## src/brsc_pkg.sv

```systemverilog
// shared types, constants and helpers for the allocation bitmap block
`default_nettype none
package brsc_pkg;

  localparam int WORD_WIDTH  = 32;
  localparam int NUM_WORDS   = 64;
  localparam int POS_W       = 11;
  localparam int BIT_IDX_W   = $clog2(WORD_WIDTH);
  localparam int WORD_IDX_W  = (NUM_WORDS > 1) ? $clog2(NUM_WORDS) : 1;
  localparam int TOTAL_BITS  = WORD_WIDTH * NUM_WORDS;
  localparam int TOT_W       = $clog2(TOTAL_BITS + 1);
  localparam int CMP_W       = (TOT_W > POS_W) ? TOT_W : POS_W;
  localparam int FQ_DEPTH    = 2;
  localparam int FQ_PTR_W    = (FQ_DEPTH > 1) ? $clog2(FQ_DEPTH) : 1;
  localparam int FQ_CNT_W    = $clog2(FQ_DEPTH + 1);

  localparam logic [WORD_WIDTH-1:0] WORD_ONES = {WORD_WIDTH{1'b1}};
  localparam logic [BIT_IDX_W-1:0]  TOP_BIT   = BIT_IDX_W'(WORD_WIDTH - 1);

  // request codes; the unused code marks a rejected item
  typedef enum logic [1:0] {
    OP_SET   = 2'd0,
    OP_CLEAR = 2'd1,
    OP_TEST  = 2'd2,
    OP_BAD   = 2'd3
  } op_t;

  // result status codes
  localparam logic [1:0] ST_OK         = 2'd0;
  localparam logic [1:0] ST_UNREG_FREE = 2'd1;
  localparam logic [1:0] ST_INVALID    = 2'd2;

  typedef logic [WORD_IDX_W-1:0] word_idx_t;
  typedef logic [BIT_IDX_W-1:0]  bit_idx_t;

  // classified command passed from front to back
  typedef struct packed {
    op_t       op;
    word_idx_t sw;
    word_idx_t ew;
    bit_idx_t  lo;
    bit_idx_t  hi;
  } brsc_cmd_t;

  typedef enum logic [1:0] {
    BK_IDLE,
    BK_READ,
    BK_WRITE,
    BK_DONE
  } bk_state_t;

  function automatic logic pos_in_map(input logic [POS_W-1:0] pos);
    logic [CMP_W-1:0] p;
    p = CMP_W'(pos);
    return p < CMP_W'(TOTAL_BITS);
  endfunction

  function automatic word_idx_t pos_word(input logic [POS_W-1:0] pos);
    logic [CMP_W-1:0] p;
    p = CMP_W'(pos) >> BIT_IDX_W;
    return p[WORD_IDX_W-1:0];
  endfunction

  function automatic bit_idx_t pos_bit(input logic [POS_W-1:0] pos);
    return pos[BIT_IDX_W-1:0];
  endfunction

endpackage
`default_nettype wire

```

## src/brsc_front.sv

```systemverilog
// front stage: takes request items, checks them and splits the positions into word and bit indices
`default_nettype none
module brsc_front (
  input  wire                       clk,
  input  wire                       rst_n,
  input  wire                       in_valid,
  output logic                      in_ready,
  input  wire  [1:0]                in_req_type,
  input  wire  [brsc_pkg::POS_W-1:0] in_first_pos,
  input  wire  [brsc_pkg::POS_W-1:0] in_end_pos,
  output logic                      push_valid,
  input  wire                       push_ready,
  output brsc_pkg::brsc_cmd_t       push_cmd
);
  import brsc_pkg::*;

  logic      cmd_vld_r, cmd_vld_nxt;
  brsc_cmd_t cmd_r, cmd_nxt;
  logic      accept;

  assign in_ready   = !cmd_vld_r || push_ready;
  assign accept     = in_valid && in_ready;
  assign push_valid = cmd_vld_r;
  assign push_cmd   = cmd_r;

  always_comb begin
    cmd_nxt.sw = pos_word(in_first_pos);
    cmd_nxt.lo = pos_bit(in_first_pos);
    cmd_nxt.ew = pos_word(in_end_pos);
    cmd_nxt.hi = pos_bit(in_end_pos);
    cmd_nxt.op = OP_BAD;
    unique case (op_t'(in_req_type))
      OP_SET, OP_CLEAR: begin
        if (in_first_pos <= in_end_pos && pos_in_map(in_end_pos)) begin
          cmd_nxt.op = op_t'(in_req_type);
        end
      end
      OP_TEST: begin
        // single bit: first and last word coincide
        cmd_nxt.ew = pos_word(in_first_pos);
        cmd_nxt.hi = pos_bit(in_first_pos);
        if (pos_in_map(in_first_pos)) begin
          cmd_nxt.op = OP_TEST;
        end
      end
      OP_BAD: cmd_nxt.op = OP_BAD;
      default: cmd_nxt.op = OP_BAD;
    endcase
  end

  always_comb begin
    if (accept) begin
      cmd_vld_nxt = 1'b1;
    end else if (push_ready) begin
      cmd_vld_nxt = 1'b0;
    end else begin
      cmd_vld_nxt = cmd_vld_r;
    end
  end

  always_ff @(posedge clk) begin
    if (!rst_n) begin
      cmd_vld_r <= 1'b0;
    end else begin
      cmd_vld_r <= cmd_vld_nxt;
    end
  end

  always_ff @(posedge clk) begin
    if (accept) begin
      cmd_r <= cmd_nxt;
    end
  end

endmodule
`default_nettype wire

```

## src/brsc_queue.sv

```systemverilog
// short command queue between front and back
`default_nettype none
module brsc_queue (
  input  wire                  clk,
  input  wire                  rst_n,
  input  wire                  push_valid,
  output logic                 push_ready,
  input  brsc_pkg::brsc_cmd_t  push_cmd,
  output logic                 pop_valid,
  input  wire                  pop,
  output brsc_pkg::brsc_cmd_t  pop_cmd
);
  import brsc_pkg::*;

  brsc_cmd_t            ent_r [FQ_DEPTH];
  logic [FQ_PTR_W-1:0]  wr_ptr_r, wr_ptr_nxt;
  logic [FQ_PTR_W-1:0]  rd_ptr_r, rd_ptr_nxt;
  logic [FQ_CNT_W-1:0]  cnt_r, cnt_nxt;
  logic                 do_push, do_pop;

  assign push_ready = cnt_r != FQ_CNT_W'(FQ_DEPTH);
  assign pop_valid  = cnt_r != '0;
  assign pop_cmd    = ent_r[rd_ptr_r];
  assign do_push    = push_valid && push_ready;
  assign do_pop     = pop && pop_valid;

  always_comb begin
    wr_ptr_nxt = wr_ptr_r;
    rd_ptr_nxt = rd_ptr_r;
    if (do_push) begin
      wr_ptr_nxt = (wr_ptr_r == FQ_PTR_W'(FQ_DEPTH - 1)) ? '0 : wr_ptr_r + 1'b1;
    end
    if (do_pop) begin
      rd_ptr_nxt = (rd_ptr_r == FQ_PTR_W'(FQ_DEPTH - 1)) ? '0 : rd_ptr_r + 1'b1;
    end
    cnt_nxt = cnt_r;
    if (do_push && !do_pop) begin
      cnt_nxt = cnt_r + 1'b1;
    end else if (do_pop && !do_push) begin
      cnt_nxt = cnt_r - 1'b1;
    end
  end

  always_ff @(posedge clk) begin
    if (!rst_n) begin
      wr_ptr_r <= '0;
      rd_ptr_r <= '0;
      cnt_r    <= '0;
    end else begin
      wr_ptr_r <= wr_ptr_nxt;
      rd_ptr_r <= rd_ptr_nxt;
      cnt_r    <= cnt_nxt;
    end
  end

  always_ff @(posedge clk) begin
    if (do_push) begin
      ent_r[wr_ptr_r] <= push_cmd;
    end
  end

endmodule
`default_nettype wire

```

## src/brsc_back.sv

```systemverilog
// back end: bitmap memory and per-word read-modify-write sequencer
`default_nettype none
module brsc_back (
  input  wire                  clk,
  input  wire                  rst_n,
  input  wire                  check_before_free,
  input  wire                  q_valid,
  output logic                 q_pop,
  input  brsc_pkg::brsc_cmd_t  q_cmd,
  output logic                 out_valid,
  input  wire                  out_ready,
  output logic                 out_bit_value,
  output logic [1:0]           out_status
);
  import brsc_pkg::*;

  // bitmap storage; per-word valid flags stand in for the reset clear
  logic [WORD_WIDTH-1:0] mem [NUM_WORDS];
  logic [NUM_WORDS-1:0]  vld_r;
  logic [WORD_WIDTH-1:0] rd_data_r;
  logic                  rd_vld_r;

  bk_state_t  state_r, state_nxt;
  brsc_cmd_t  cmd_r, cmd_nxt;
  word_idx_t  cur_r, cur_nxt;
  logic       missing_r, missing_nxt;
  logic       bit_r, bit_nxt;

  logic                  out_valid_r, out_valid_nxt;
  logic                  out_bit_r;
  logic [1:0]            out_status_r;
  logic                  out_load;
  logic [1:0]            status_val;

  logic [WORD_WIDTH-1:0] word_cur, mask, wr_data;
  bit_idx_t              lo_sel, hi_sel;
  logic                  wr_en;

  assign word_cur = rd_vld_r ? rd_data_r : '0;
  assign lo_sel   = (cur_r == cmd_r.sw) ? cmd_r.lo : '0;
  assign hi_sel   = (cur_r == cmd_r.ew) ? cmd_r.hi : TOP_BIT;
  assign mask     = (WORD_ONES << lo_sel) & (WORD_ONES >> (TOP_BIT - hi_sel));

  always_comb begin
    if (cmd_r.op == OP_BAD) begin
      status_val = ST_INVALID;
    end else if (cmd_r.op == OP_CLEAR && check_before_free && missing_r) begin
      status_val = ST_UNREG_FREE;
    end else begin
      status_val = ST_OK;
    end
  end

  always_comb begin
    state_nxt   = state_r;
    cmd_nxt     = cmd_r;
    cur_nxt     = cur_r;
    missing_nxt = missing_r;
    bit_nxt     = bit_r;
    q_pop       = 1'b0;
    wr_en       = 1'b0;
    wr_data     = word_cur | mask;
    out_load    = 1'b0;
    unique case (state_r)
      BK_IDLE: begin
        if (q_valid) begin
          q_pop       = 1'b1;
          cmd_nxt     = q_cmd;
          cur_nxt     = q_cmd.sw;
          missing_nxt = 1'b0;
          bit_nxt     = 1'b0;
          state_nxt   = (q_cmd.op == OP_BAD) ? BK_DONE : BK_READ;
        end
      end
      BK_READ: begin
        state_nxt = BK_WRITE;
      end
      BK_WRITE: begin
        case (cmd_r.op)
          OP_SET: begin
            wr_en   = 1'b1;
            wr_data = word_cur | mask;
          end
          OP_CLEAR: begin
            wr_en   = 1'b1;
            wr_data = word_cur & ~mask;
            if ((word_cur & mask) != mask) begin
              missing_nxt = 1'b1;
            end
          end
          OP_TEST: begin
            bit_nxt = word_cur[cmd_r.lo];
          end
          default: begin
          end
        endcase
        if (cur_r == cmd_r.ew || cmd_r.op == OP_TEST) begin
          state_nxt = BK_DONE;
        end else begin
          cur_nxt   = cur_r + 1'b1;
          state_nxt = BK_READ;
        end
      end
      BK_DONE: begin
        if (!out_valid_r || out_ready) begin
          out_load  = 1'b1;
          state_nxt = BK_IDLE;
        end
      end
      default: state_nxt = BK_IDLE;
    endcase
  end

  always_comb begin
    if (out_load) begin
      out_valid_nxt = 1'b1;
    end else if (out_ready) begin
      out_valid_nxt = 1'b0;
    end else begin
      out_valid_nxt = out_valid_r;
    end
  end

  always_ff @(posedge clk) begin
    if (!rst_n) begin
      state_r     <= BK_IDLE;
      out_valid_r <= 1'b0;
      vld_r       <= '0;
    end else begin
      state_r     <= state_nxt;
      out_valid_r <= out_valid_nxt;
      if (wr_en) begin
        vld_r[cur_r] <= 1'b1;
      end
    end
  end

  always_ff @(posedge clk) begin
    cmd_r     <= cmd_nxt;
    cur_r     <= cur_nxt;
    missing_r <= missing_nxt;
    bit_r     <= bit_nxt;
    if (out_load) begin
      out_bit_r    <= bit_r;
      out_status_r <= status_val;
    end
  end

  // memory port: registered read, one write
  always_ff @(posedge clk) begin
    if (state_r == BK_READ) begin
      rd_data_r <= mem[cur_r];
      rd_vld_r  <= vld_r[cur_r];
    end
    if (wr_en) begin
      mem[cur_r] <= wr_data;
    end
  end

  assign out_valid     = out_valid_r;
  assign out_bit_value = out_bit_r;
  assign out_status    = out_status_r;

endmodule
`default_nettype wire

```

## src/bitmap_range_set_clear_core.sv

```systemverilog
// path: front register, two-entry queue, then back states IDLE, READ and WRITE per word, DONE
// the back takes one item at a time while the front and queue accept further items
// the bound is the single memory port: one read and one write per touched word of a set or clear
// reset: synchronous active-low; bitmap reads all zero through per-word valid flags
// reset: no clearing pass; check_before_free comes up as 1
`default_nettype none
module bitmap_range_set_clear_core (
  input  wire                        clk,
  input  wire                        rst_n,
  // request items
  input  wire                        in_valid,
  output logic                       in_ready,
  input  wire  [1:0]                 in_req_type,
  input  wire  [brsc_pkg::POS_W-1:0] in_first_pos,
  input  wire  [brsc_pkg::POS_W-1:0] in_end_pos,
  // result items
  output logic                       out_valid,
  input  wire                        out_ready,
  output logic                       out_bit_value,
  output logic [1:0]                 out_status,
  // configuration write
  input  wire                        cfg_valid,
  output logic                       cfg_ready,
  input  wire                        cfg_check_before_free
);
  import brsc_pkg::*;

  // config register, always writable
  logic      check_r;

  // front to queue
  logic      push_valid;
  logic      push_ready;
  brsc_cmd_t push_cmd;

  // queue to back
  logic      q_valid;
  logic      q_pop;
  brsc_cmd_t q_cmd;

  assign cfg_ready = 1'b1;

  always_ff @(posedge clk) begin
    if (!rst_n) begin
      check_r <= 1'b1;
    end else if (cfg_valid && cfg_ready) begin
      check_r <= cfg_check_before_free;
    end
  end

  // front: range checks and split into first/last word and bit offsets
  brsc_front u_front (
    .clk          (clk),
    .rst_n        (rst_n),
    .in_valid     (in_valid),
    .in_ready     (in_ready),
    .in_req_type  (in_req_type),
    .in_first_pos (in_first_pos),
    .in_end_pos   (in_end_pos),
    .push_valid   (push_valid),
    .push_ready   (push_ready),
    .push_cmd     (push_cmd)
  );

  // two-entry queue decouples classification from the memory sequencer
  brsc_queue u_queue (
    .clk        (clk),
    .rst_n      (rst_n),
    .push_valid (push_valid),
    .push_ready (push_ready),
    .push_cmd   (push_cmd),
    .pop_valid  (q_valid),
    .pop        (q_pop),
    .pop_cmd    (q_cmd)
  );

  // back: one read-modify-write per word (a read only for test), result held in an output register
  brsc_back u_back (
    .clk               (clk),
    .rst_n             (rst_n),
    .check_before_free (check_r),
    .q_valid           (q_valid),
    .q_pop             (q_pop),
    .q_cmd             (q_cmd),
    .out_valid         (out_valid),
    .out_ready         (out_ready),
    .out_bit_value     (out_bit_value),
    .out_status        (out_status)
  );

endmodule
`default_nettype wire

```

## config.mk

```make
export PLATFORM = sky130hd
export DESIGN_NAME = bitmap_range_set_clear_core
export DESIGN_NICKNAME = d
export VERILOG_FILES = /design/src/brsc_pkg.sv /design/src/brsc_front.sv /design/src/brsc_queue.sv /design/src/brsc_back.sv /design/src/bitmap_range_set_clear_core.sv
export SDC_FILE = /design/constraint.sdc
export NUM_CORES = 2
export LEC_CHECK = 0
export BUFFER_PORTS_ARGS = -buffer_cell sky130_fd_sc_hd__buf_2
export CAP_MARGIN = 20
export CORE_UTILIZATION = 30
export DETAILED_ROUTE_END_ITERATION = 8
export SYNTH_ARGS = -nofsm -noshare
export SYNTH_HDL_FRONTEND = slang
export SYNTH_SLANG_ARGS = --single-unit
```

## constraint.sdc

```tcl
create_clock -name clk -period 5.52 [get_ports clk]
set_input_delay 1.104 -clock clk [delete_from_list [all_inputs] [get_ports clk]]
set_output_delay 1.104 -clock clk [all_outputs]
set_load 0.01 [all_outputs]
```

Word-level counts from Yosys, hierarchy flattened
Memories as Yosys holds them, arrays and structs flattened. A register that Yosys moved wholly into a read port is not among the register bits.
Cells that the tools add are included.
{"block": "op_classes", "add_sub_neg": 6, "order_cmp": 4, "eq_ne": 20, "n_shift": 2, "mux": 50, "n_bitwise": 6, "reduce_logical": 30}
{"cell": "$and A32 B32 Y32", "count": 3}
{"cell": "$mux W32", "count": 3}
{"cell": "$or A64 B64 Y64", "count": 1}
{"cell": "$ne A32 B32 Y1", "count": 1}
{"cell": "$not A32 Y32", "count": 1}
{"cell": "$or A32 B32 Y32", "count": 1}
{"cell": "$shl A32 B5 Y32 const A", "count": 1}
{"cell": "$shr A32 B5 Y32 const A", "count": 1}
{"cell": "$mux W1", "count": 26}
{"cell": "$mux W6", "count": 3}
{"cell": "$mux W5", "count": 3}
{"cell": "$eq A2 B2 Y1 const B", "count": 7}
{"cell": "$mux W2", "count": 7}
{"cell": "$eq A6 B6 Y1", "count": 2}
{"cell": "$pmux W6 S2", "count": 1}
{"cell": "$le A11 B11 Y1", "count": 1}
{"cell": "$reduce_bool A2 Y1", "count": 5}
{"cell": "$logic_and A1 B1 Y1", "count": 8}
{"cell": "$ne A2 B1 Y1 const B", "count": 4}
{"cell": "$pmux W2 S4", "count": 1}
{"cell": "$lt A6 B7 Y1 const B", "count": 1}
{"cell": "$add A6 B1 Y6 const B", "count": 1}
{"cell": "$bmux W1 S6", "count": 1}
{"cell": "$demux W1 S6", "count": 1}
{"cell": "other kinds (18)", "count": 34}
{"block": "totals", "regBits": 133, "ram_bits": 2096, "word_cells": 144, "memories": 2}
{"memory": "u_back.mem", "depth": 64, "width": 32, "read_ports": 1, "rd_ports_with_merged_regs": 1, "wr": 1, "line_no": "brsc_back.sv:18", "rtl": "logic [WORD_WIDTH-1:0] mem [NUM_WORDS];"}
{"memory": "u_queue.ent_r", "depth": 2, "width": 24, "read_ports": 1, "rd_ports_with_merged_regs": 1, "wr": 1, "line_no": "brsc_queue.sv:15", "rtl": "brsc_cmd_t ent_r [FQ_DEPTH];"}

Longest topological paths before layout
{"block": "depth", "word_depth": 10, "ltp_mapped": 10, "mapped_depth_nobuf": 10}

Modules after synthesis
A second synthesis with hierarchy kept.
{"block": "hier_totals", "cells_unflattened": 4631, "hier_area_um2": 83164.8}
{"module": "brsc_back", "instances": 1, "cells_per_inst": 4433, "area_each_um2": 79969.2, "seq_area_each_um2": 64882.2}
{"module": "brsc_queue", "instances": 1, "cells_per_inst": 99, "area_each_um2": 1969.4, "seq_area_each_um2": 1541.5}
{"module": "brsc_front", "instances": 1, "cells_per_inst": 94, "area_each_um2": 1181.1, "seq_area_each_um2": 740.7}
{"module": "bitmap_range_set_clear_core", "instances": 1, "cells_per_inst": 5, "area_each_um2": 45.0, "seq_area_each_um2": 20.0}

Worst setup path after synthesis
Ideal clock, no wire load.
{"block": "synth_path", "kind": "register to register", "start": "register u_back.cur_r[1]", "end": "memory u_back.mem[0][2] (data pin)", "setup_ps": 702, "arrival_ps": 4040, "t_required_ps": 4818, "setup_slack_ps": 778, "path_stages_with_launch": 9, "path_buffers": 2, "synth_period_minus_slack_ps": 4742, "cell_sequence": "edfxtp_1 > clkbuf_1 > xor2_1 > nor4_1 > nand2_1 > clkbuf_1 > o32a_1 > inv_1 > o21ai_0"}
{"block": "synth_between", "elab_chain_len": 9, "word_cells_on_any_way": 13}
{"item": "start, declared", "line_no": "brsc_back.sv:25", "rtl": "word_idx_t cur_r, cur_nxt;"}
{"item": "start signal, assigned", "line_no": "brsc_back.sv:140", "rtl": "cur_r <= cur_nxt;"}
{"item": "$eq A6 B6 Y1", "line_no": "brsc_back.sv:41", "rtl": "assign hi_sel = (cur_r == cmd_r.ew) ? cmd_r.hi : TOP_BIT;"}
{"item": "$mux W5", "line_no": "brsc_back.sv:41"}
{"item": "$sub A5 B5 Y5", "line_no": "brsc_back.sv:42", "rtl": "assign mask = (WORD_ONES << lo_sel) & (WORD_ONES >> (TOP_BIT - hi_sel));"}
{"item": "$shr A32 B5 Y32", "line_no": "brsc_back.sv:42"}
{"item": "$and A32 B32 Y32 *", "line_no": "brsc_back.sv:42"}
{"item": "$not A32 Y32", "line_no": "brsc_back.sv:86", "rtl": "wr_data = word_cur & ~mask;"}
{"item": "$and A32 B32 Y32", "line_no": "brsc_back.sv:86"}
{"item": "$mux W32"}
{"item": "$mux W32 *", "line_no": "brsc_back.sv:64", "rtl": "unique case (state_r)"}
{"item": "named net u_back.wr_data[2]", "line_no": "brsc_back.sv:35", "rtl": "logic [WORD_WIDTH-1:0] word_cur, mask, wr_data;"}
{"item": "end, declared", "line_no": "brsc_back.sv:18"}
The timed path passes the listed nets; every way through them passes the cells marked *.

Worst setup path in the final report
{"block": "layout_path", "start": "register u_back.state_r[1]", "end": "memory u_back.mem[33][21], enable pin"}
{"block": "layout_between", "elab_chain_len": 4}
{"item": "start, declared", "line_no": "brsc_back.sv:23", "rtl": "bk_state_t state_r, state_nxt;"}
{"item": "start signal, assigned", "line_no": "brsc_back.sv:130", "rtl": "state_r <= state_nxt;"}
{"item": "$eq A2 B2 Y1", "line_no": "brsc_back.sv:64"}
{"item": "$mux W1", "line_no": "brsc_back.sv:64"}
{"item": "$mux W1", "line_no": "brsc_back.sv:155", "rtl": "if (wr_en) begin"}
{"item": "$mux W1 (not written as such)", "line_no": "brsc_back.sv:156", "rtl": "mem[cur_r] <= wr_data;"}
No other way between the ends.

==> metrics.cfg <==
[sta]
fin_skew_ns=0.0608
finalSetupViolations=0
fin_crit_ns=4.22
finalMaxSlewViolations=0
post-route-period-util=0.765
tns_ns=0
rsz0062_at_grt=no
finalHoldViolCount=0
timing.final.ws_setup_ns=1.30
slew_headroom=0.200
clock.fmax_mhz=237
tightest_slew_ns=1.20

[cells_and_area]
multi_input_area_um2=15400
layout.nets=4823
finalNonFillerCells=8654
final_common_cell=edfxtp_1
nFillCells=25600
drive_gt1_frac=0.144
final_cell_mix=edfxtp_1 (2188), a22oi_1 (687), clkbuf_16 (220)
final_cell_area_um2=96400
area_growth_syn_to_layout_pct=16.3
regArea_um2=67200

[run_status]
outcome=finished clean

[detailed_routing]
drt-vias-per-instance=5.48
dr.first_iter.drc_count=6347
drt_pre_antenna_iters=8
finalWirelength_mm=248
drt-met1-wl_mm=101
wl_met3_mm=25.1
remaining_drc_errors=0
wl_per_cell_um=28.7
ant_nets=0
num_vias=47500
wl_met2_mm=113
highest_layer=met4

[global_route]
grt_start_max_net_pins=98
grt_pass1_wl_mm=348
overflow=0
grt_usage=0.173
antenna_found_initial=9
grt_pass1_vias=45000

[setup_path]
worstPathRequired_ns=6.02
setup.worst_path.start_class=flop
arrival_ns=4.72
rrSetupSlack_ns=1.30
path_class=flop to flop
critPathMaxFanout=18
worstSetupEndpointType=flop

[cts]
clk_latency_ns=0.88
cts_buffers=216
clock-sinks=2262
post_cts_buffers=0
cts_tree=built
post_cts_resized=0
root_buffer=clkbuf_16
clk_path_buf_depth=3
holdBufCountCts=0
h-tree-depth=4
path_clk_slew_ns=0.06

[logic_synthesis]
ys.flop_type=edfxtp_1
syn_area_per_cell_um2=17.9
synth-edff-count=2188
netlist_area_um2=82900
ys_types=67
post-synth-top-area-cell=edfxtp_1
seq_area_frac_synth=0.810
async_reset_ff_frac=0
synth-seq-cells=2262
synth_top_area_share=0.792
syn-instance-count=4628
synth_nets=4671
yosys_warnings=0
synthTopCellsByArea=edfxtp_1 (79%), a22oi_1 (6.2%), a22o_1 (2.0%)

[placed_design]
place_area_um2=89400
dp_slack_ns=1.49
dp_cells=8245
io_buffers=34
finalWeightedCongestion=0.929
dp_hpwl_mm=141

[die]
io_pins=36
dieArea_um2=279000
fp.dieH_um=528
core-area_um2=274000
die_x_um=528
start_util=0.302
fp-row-count=192

[pwr]
power_mw=48.1
vdd_ir_drop_max_mv=0.460
p_leak_nw=28.5
power_density_nw_per_um2=499

[hold_path]
min_path_type=flop to flop

[run]
cap_violations=0

worst max-delay path, stage by stage, from the launching register on:
cell and delay, ns:
dfxtp_1 0.47, nand2b_1 0.18, nor2_1 0.88, nand2_1 0.86, buf_4 0.47, nor2_4 0.55, buf_4 0.41
cells in the mapped netlist (69+ instances only):
library cell and count:
a21oi_1 131, a221oi_1 189, a22o_1 192, a22oi_1 687, a31oi_1 159, clkbuf_1 271, dfxtp_1 74, edfxtp_1 2188
nand3_1 69, nand4_1 102, nor2_1 98, o21a_1 73
through the flow:
| stage | hold slack [ns] | utilization |
|---|---|---|
| 6_report | 0.443 | 0.351 |
| 5_1_grt | 0.425 | 0.351 |
| 4_1_cts | 0.408 | 0.351 |
| 3_5_place_dp | 0.434 | 0.326 |
| 3_3_place_gp | 0.427 | 0.326 |
| 2_1_floorplan | 0.400 | - |
power by group:
| group | internal (mW) | switching (mW) | leakage [nW] |
|---|---|---|---|
| clock | 8.10 | 6.42 | 3.40 |
| sequential | 20.5 | 0.481 | 19.9 |
| combinational | 3.33 | 9.32 | 5.20 |
cell type report:
class                      count  area share
antenna                        2   0.0000519
clock buffer                 292      0.0621
clock inverter               112      0.0104
inverter                      28     0.00109
multi-input combinational   2025       0.159
sequential                  2262       0.697
tap                         3686      0.0478
timing repair buffer         247      0.0223
path summary, 6_finish.rpt:
| kind | from | end | depth (start not counted) |
|---|---|---|---|
| max reg2reg | u_back.state_r[1] | u_back.mem[33][21] | 6 |
| min | u_front.push_cmd[22] | u_queue.ent_r[0][22] | 0 |
| max | u_back.state_r[1] | u_back.mem[33][21] | 6 |
| min reg2reg | u_front.push_cmd[22] | u_queue.ent_r[0][22] | 0 |
routing by layer:
layer  track usage  up-vias
met2         0.267     2600
met1         0.235    24700
met5             0        -
li1              -    19800
met4        0.0683        0
met3        0.0414      382
flip-flops by register name, summed over array words and instances (netlist names), 2 cells and up, named ones only:
signal             count
u_back.cmd_r          24
u_back.cur_r           6
u_back.mem          2048
u_back.out_status      2
u_back.rd_data_r      32
u_back.state_r         2
u_back.vld_r          64
u_front.push_cmd      24
u_queue.cnt_r          2
u_queue.ent_r         48
cell families after synthesis:
logic type / synth area share
muxes: 0.00723
and+or+nand+nor: 0.0268
xor gates and xnor gates: 0.00201
AOI/OAI and AO/OA: 0.136
buffers and inverters: 0.0156
other: 0.0000452
adders and majority gates: 0.00196
DFF: 0.810
Note: power is estimated with default switching activity, not from simulation.
